### config.mk
export PLATFORM = sky130hd
export DESIGN_NAME = hn_ctrl
export DESIGN_NICKNAME = d
export VERILOG_FILES = /design/src/rtl/core/hn_pkg.sv /design/src/rtl/core/hn_ctrl.sv
export SDC_FILE = /design/constraint.sdc
export NUM_CORES = 1
export LEC_CHECK = 0
export ABC_AREA = 0
export BUFFER_PORTS_ARGS = -buffer_cell sky130_fd_sc_hd__buf_2
export CAP_MARGIN = 20
export CORE_MARGIN = 2
export CORE_UTILIZATION = 49
export CTS_BUF_LIST = sky130_fd_sc_hd__clkbuf_16
export DETAILED_ROUTE_END_ITERATION = 16
export PLACE_DENSITY_LB_ADDON = 0.15
export SYNTH_ARGS = -nofsm -noshare
export SYNTH_HDL_FRONTEND = slang
export SYNTH_SLANG_ARGS = --single-unit
### constraint.sdc
create_clock -name i_clk -period 10.5 [get_ports i_clk]
set_input_delay 1.575 -clock i_clk [delete_from_list [all_inputs] [get_ports i_clk]]
set_output_delay 1.575 -clock i_clk [all_outputs]
set_load 0.05 [all_outputs]
### src/rtl/core/hn_pkg.sv
// Shared widths, defaults and the result type of the 5-smooth number generator.
// No dependencies.
package hn_pkg;

    localparam int MAX_N_DEF = 1024;
    localparam int IDX_W     = 11;
    localparam int VAL_W     = 31;
    localparam int ENTRY_W   = 32;
    localparam int CAND_W    = 34;

    typedef struct packed {
        logic [VAL_W-1:0] value;
        logic             oor;
    } t_result;

endpackage

### src/rtl/core/hn_ctrl.sv
// Rebuild sequencer: pointers, candidate arithmetic and table access schedule.
// Depends on hn_pkg; drives hn_table.
module hn_ctrl
    import hn_pkg::*;
#(
    parameter int MAX_N = MAX_N_DEF,
    parameter int AW    = $clog2(MAX_N),
    parameter int CW    = $clog2(MAX_N + 1)
) (
    input  logic               i_clk,
    input  logic               i_rst_n,
    input  logic               i_req_valid,
    output logic               o_req_ready,
    input  logic [IDX_W-1:0]   i_req_index,
    output logic               o_res_valid,
    input  logic               i_res_ready,
    output t_result            o_res,
    output logic               o_we,
    output logic [AW-1:0]      o_waddr,
    output logic [ENTRY_W-1:0] o_wdata,
    output logic [AW-1:0]      o_raddr,
    input  logic [ENTRY_W-1:0] i_rdata
);

    typedef enum logic [6:0] {
        S_IDLE = 7'b0000001,
        S_RD2  = 7'b0000010,
        S_RD3  = 7'b0000100,
        S_RD5  = 7'b0001000,
        S_CAP  = 7'b0010000,
        S_WR   = 7'b0100000,
        S_DONE = 7'b1000000
    } t_state;

    t_state            r_state, n_state;
    logic [AW-1:0]     r_p2, n_p2, r_p3, n_p3, r_p5, n_p5;
    logic [CW-1:0]     r_fill, n_fill, r_n, n_n;
    logic [CAND_W-1:0] r_c2, n_c2, r_c3, n_c3, r_c5, n_c5;
    t_result           r_res, n_res;

    logic [CAND_W-1:0] rd_ext, cand_min;
    logic [CW-1:0]     fill_inc;

    assign rd_ext   = {{(CAND_W-ENTRY_W){1'b0}}, i_rdata};
    assign fill_inc = r_fill + 1'b1;

    always_comb begin
        cand_min = r_c2;
        if (r_c3 < cand_min) begin
            cand_min = r_c3;
        end
        if (r_c5 < cand_min) begin
            cand_min = r_c5;
        end
    end

    always_comb begin
        n_state = r_state;
        n_p2    = r_p2;
        n_p3    = r_p3;
        n_p5    = r_p5;
        n_fill  = r_fill;
        n_n     = r_n;
        n_c2    = r_c2;
        n_c3    = r_c3;
        n_c5    = r_c5;
        n_res   = r_res;
        o_we    = 1'b0;
        o_waddr = r_fill[AW-1:0];
        o_wdata = cand_min[ENTRY_W-1:0];
        o_raddr = r_p5;
        case (r_state)
            S_IDLE: begin
                if (i_req_valid) begin
                    if (i_req_index == '0) begin
                        n_res   = '{value: '0, oor: 1'b0};
                        n_state = S_DONE;
                    end else if (i_req_index > IDX_W'(MAX_N)) begin
                        n_res   = '{value: '0, oor: 1'b1};
                        n_state = S_DONE;
                    end else begin
                        o_we    = 1'b1;
                        o_waddr = '0;
                        o_wdata = ENTRY_W'(1);
                        n_p2    = '0;
                        n_p3    = '0;
                        n_p5    = '0;
                        n_fill  = CW'(1);
                        n_n     = i_req_index[CW-1:0];
                        if (i_req_index == IDX_W'(1)) begin
                            n_res   = '{value: VAL_W'(1), oor: 1'b0};
                            n_state = S_DONE;
                        end else begin
                            n_state = S_RD2;
                        end
                    end
                end
            end
            S_RD2: begin
                o_raddr = r_p2;
                n_state = S_RD3;
            end
            S_RD3: begin
                o_raddr = r_p3;
                n_c2    = rd_ext << 1;
                n_state = S_RD5;
            end
            S_RD5: begin
                o_raddr = r_p5;
                n_c3    = rd_ext + (rd_ext << 1);
                n_state = S_CAP;
            end
            S_CAP: begin
                n_c5    = rd_ext + (rd_ext << 2);
                n_state = S_WR;
            end
            S_WR: begin
                o_we   = 1'b1;
                n_fill = fill_inc;
                if (r_c2 == cand_min) n_p2 = r_p2 + 1'b1;
                if (r_c3 == cand_min) n_p3 = r_p3 + 1'b1;
                if (r_c5 == cand_min) n_p5 = r_p5 + 1'b1;
                if (fill_inc == r_n) begin
                    n_res   = '{value: cand_min[VAL_W-1:0], oor: 1'b0};
                    n_state = S_DONE;
                end else begin
                    n_state = S_RD2;
                end
            end
            S_DONE: begin
                if (i_res_ready) begin
                    n_state = S_IDLE;
                end
            end
            default: begin
                n_state = S_IDLE;
            end
        endcase
    end

    always_ff @(posedge i_clk) begin
        if (!i_rst_n) begin
            r_state <= S_IDLE;
            r_p2    <= '0;
            r_p3    <= '0;
            r_p5    <= '0;
            r_fill  <= '0;
        end else begin
            r_state <= n_state;
            r_p2    <= n_p2;
            r_p3    <= n_p3;
            r_p5    <= n_p5;
            r_fill  <= n_fill;
        end
    end

    always_ff @(posedge i_clk) begin
        r_n   <= n_n;
        r_c2  <= n_c2;
        r_c3  <= n_c3;
        r_c5  <= n_c5;
        r_res <= n_res;
    end

    assign o_req_ready = (r_state == S_IDLE);
    assign o_res_valid = (r_state == S_DONE);
    assign o_res       = r_res;

endmodule
==> results.toml <==
[sta]
fin_setup_tns_ns = 0
maxSlewViolCount = 0
maxSlewHeadroom = 0.331
layout_min_cycle_time_ns = 8.85
worst_pin_slew_ns = 1.00
worst_slack_ns = 1.65
setup_viol = 0
rsz0062_at_grt = "false"
fin_crit_sh = 0.843
fmax_ghz = 0.113
fin_skew_ns = 0.0156
final-hold-violation-count = 0

[global_routing]
grt_pass1_wl_um = 74600
grt_max_degree = 65
grt_pass1_vias = 12500
grt_usage = 0.322
gr-total-overflow = 0
antenna_found_initial = 0

[yosys]
synth_top_area_frac = 0.299
ys_seq_area_frac = 0.366
synth_edf_count = 143
synthCells = 1598
synth_cell_type_count = 93
ys_top_cells_by_area = "edfxtp_1 (30%), ha_1 (11%), dfxtp_1 (6.7%)"
synth_common_cells = "nor2_1 (203), edfxtp_1 (143), ha_1 (131), nand2_1 (131), a21oi_1 (112)"
syn_area_um2 = 14400
syn_area_per_cell_um2 = 8.98
ys_seq_elements = 191
syn_nets = 1778
async_reset_ff_frac = 0
ys_warn_count = 0
synthMostInstantiatedCell = "nor2_1"
ys.flop_type = "edfxtp_1"
synth_top_area_cell = "edfxtp_1"

[job]
max_cap_viol_count = 0

[detailed_routing]
vias = 13100
ant_nets = 0
drt_iter0_markers = 1330
routed_wl_um = 49000
viasPerCell = 6.19
drc = 0
first_pass_iters = 5
wl_per_cell_um = 23.2

[critical_path]
r2r_setup_slack_ns = 2.82
r2r_end = "r_p2[4]$_SDFFE_PN0P_"
crit_required_ns = 8.93
rr_worst_depth = 22
crit_type = "register to output pin"
critPathLaunchType = "register"
cp_max_fo = 37
arrival_ns = 7.28
crit_path_end_kind = "output pin"
cp-startpoint = "r_c2[7]$_DFFE_PN_"
timing.rr.start = "r_c2[7]$_DFFE_PN_"

[final_layout]
syn2layout_area_growth_pct = 11.4
utilization = 0.555
insertedDiodeCount = 0
final_cells = 2113
fill_cells = 2684
final_nets = 1896
fin_area_um2 = 16000
drive_gt1_frac = 0.130

[clocking]
clk_latency_ns = 0.45
cts_setup_buffers = 0
htreeDepth = 4
cts-root-buf = "clkbuf_16"
tritoncts = "yes"
cts.clk_slew.worst_paths_ns = 0.07
cts_hold_buf = 0
cts.sinks = 191
ctsResizeCount = 0
cts_buffers = 17
cts_buffer_depth = 2

[placement]
port_buffers = 133
postPlaceCellArea_um2 = 15400
dp_cells = 2081
gp_congestion = 1.05
post-place-ws_ns = 2.37
dpl.hpwl_um = 38300

[worst_hold_path]
hold_start = "r_p5[9]$_SDFFE_PN0P_"
holdPathEnd = "r_p5[9]$_SDFFE_PN0P_"
hp-class = "register to register"
hold_depth = 1

[floorplanning]
coreArea_um2 = 28800
rows = 62
die_y_um = 175
fp.dieArea_um2 = 30700
die_w_um = 175
io_pins = 134
start_util = 0.499

[power_and_ir_drop]
power.leakage_uw = 0.00653
p_per_area_nw_per_um2 = 121
vdd_drop_max_mv = 0.111

[status]
outcome = "finished, final reports clean"
## kinds of logic (layout without fill, tap and decap cells)
group           Yosys count  count (layout)  synth area share
fa+ha+maj               133             133             0.117
compound gates          418             418             0.200
xor+xnor                106             106            0.0647
other cells               1               1          0.000261
simple gates            590             590             0.201
flops                   191             191             0.366
buf+inv                 142             273            0.0395
mux                      17              17            0.0121
## layout make-up
| type | instances | area (µm²) | area share |
|---|---|---|---|
| timing repair buffer | 147 | 771 | 0.0482 |
| tap | 384 | 480 | 0.0301 |
| multi-input combinational | 1265 | 8560 | 0.535 |
| inverter | 94 | 353 | 0.0221 |
| clock inverter | 13 | 93.8 | 0.00587 |
| sequential | 191 | 5260 | 0.329 |
| clock buffer | 19 | 475 | 0.0297 |
## stage by stage
step / total power [µW] / hold slack, ns
after floorplan: 1200 / 0.452
after global placement: 1290 / 0.487
after global routing: 2010 / 0.527
final: 1930 / 0.518
after CTS: 1950 / 0.514
after detailed placement: 1300 / 0.499
## layer usage
layer	vias up	global-route usage	wire length, µm
li1	6168	-	-
met1	6291	0.433	21100
met2	504	0.515	22800
met3	106	0.0426	3010
met4	0	0.146	2090
met5	-	0	0
## cell usage in the layout, fill, tap and decap left out, types with 12 or more instances in the layout
cell	instances
nor2_1	202
nand2b_1	16
o21a_1	16
buf_4	14
edfxtp_1	143
nand2_1	131
dfxtp_1	48
and2_1	13
a211oi_1	12
xor2_1	33
o21bai_1	12
ha_1	131
a21oi_1	112
clkbuf_16	19
inv_1	95
and3_1	20
o22ai_1	23
mux2i_1	14
nor3_1	35
buf_2	133
xnor2_1	73
a21o_1	22
nor4_1	16
o21ai_0	78
nand4_1	26
nand3_1	47
nor2b_1	20
## sequential cells by signal (all words and copies together), names as in the netlist
| signal | count |
|---|---|
| r_p2 | 10 |
| r_p3 | 10 |
| r_c2 | 32 |
| r_n | 11 |
| r_c5 | 34 |
| r_p5 | 10 |
| r_fill | 11 |
| r_state | 7 |
| o_res | 32 |
| r_c3 | 34 |
## where the power goes
group | switching [µW] | internal (µW) | total, µW
clock | 298 | 351 | 649
sequential | 9.61 | 852 | 861
combinational | 293 | 131 | 424
total | 601 | 1330 | 1930
## how the worst max path moves through the flow
| stage | endpoint | slack [ns] | depth (start not counted) |
|---|---|---|---|
| 2_1_floorplan | o_wdata[31] | 2.68 | 22 |
| 3_3_place_gp | o_wdata[21] | 2.46 | 21 |
| 3_5_place_dp | o_wdata[21] | 2.37 | 21 |
| 4_1_cts | o_wdata[0] | 1.88 | 21 |
| 5_1_grt | o_wdata[0] | 1.30 | 21 |
| 6_report | o_wdata[21] | 1.65 | 21 |
## critical path, cell delays in order (launching register included)
cell      delay, ns
edfxtp_1       0.52
inv_1          0.12
ha_1           0.32
a21oi_1        0.14
o21ai_0        0.11
a21o_1         0.19
a31oi_1        0.53
o211a_2        0.52
buf_4          0.45
mux2i_1        0.67
ha_1           0.37
nand2_1        0.10
nor3_1         0.10
a221o_1        0.34
o311a_1        0.41
a311oi_2       0.65
a21oi_4        0.29
buf_4          0.31
nand2_1        0.08
o21ai_0        0.16
nor2_1         0.14
buf_2          0.27
Power figures use the tool's default switching activity.
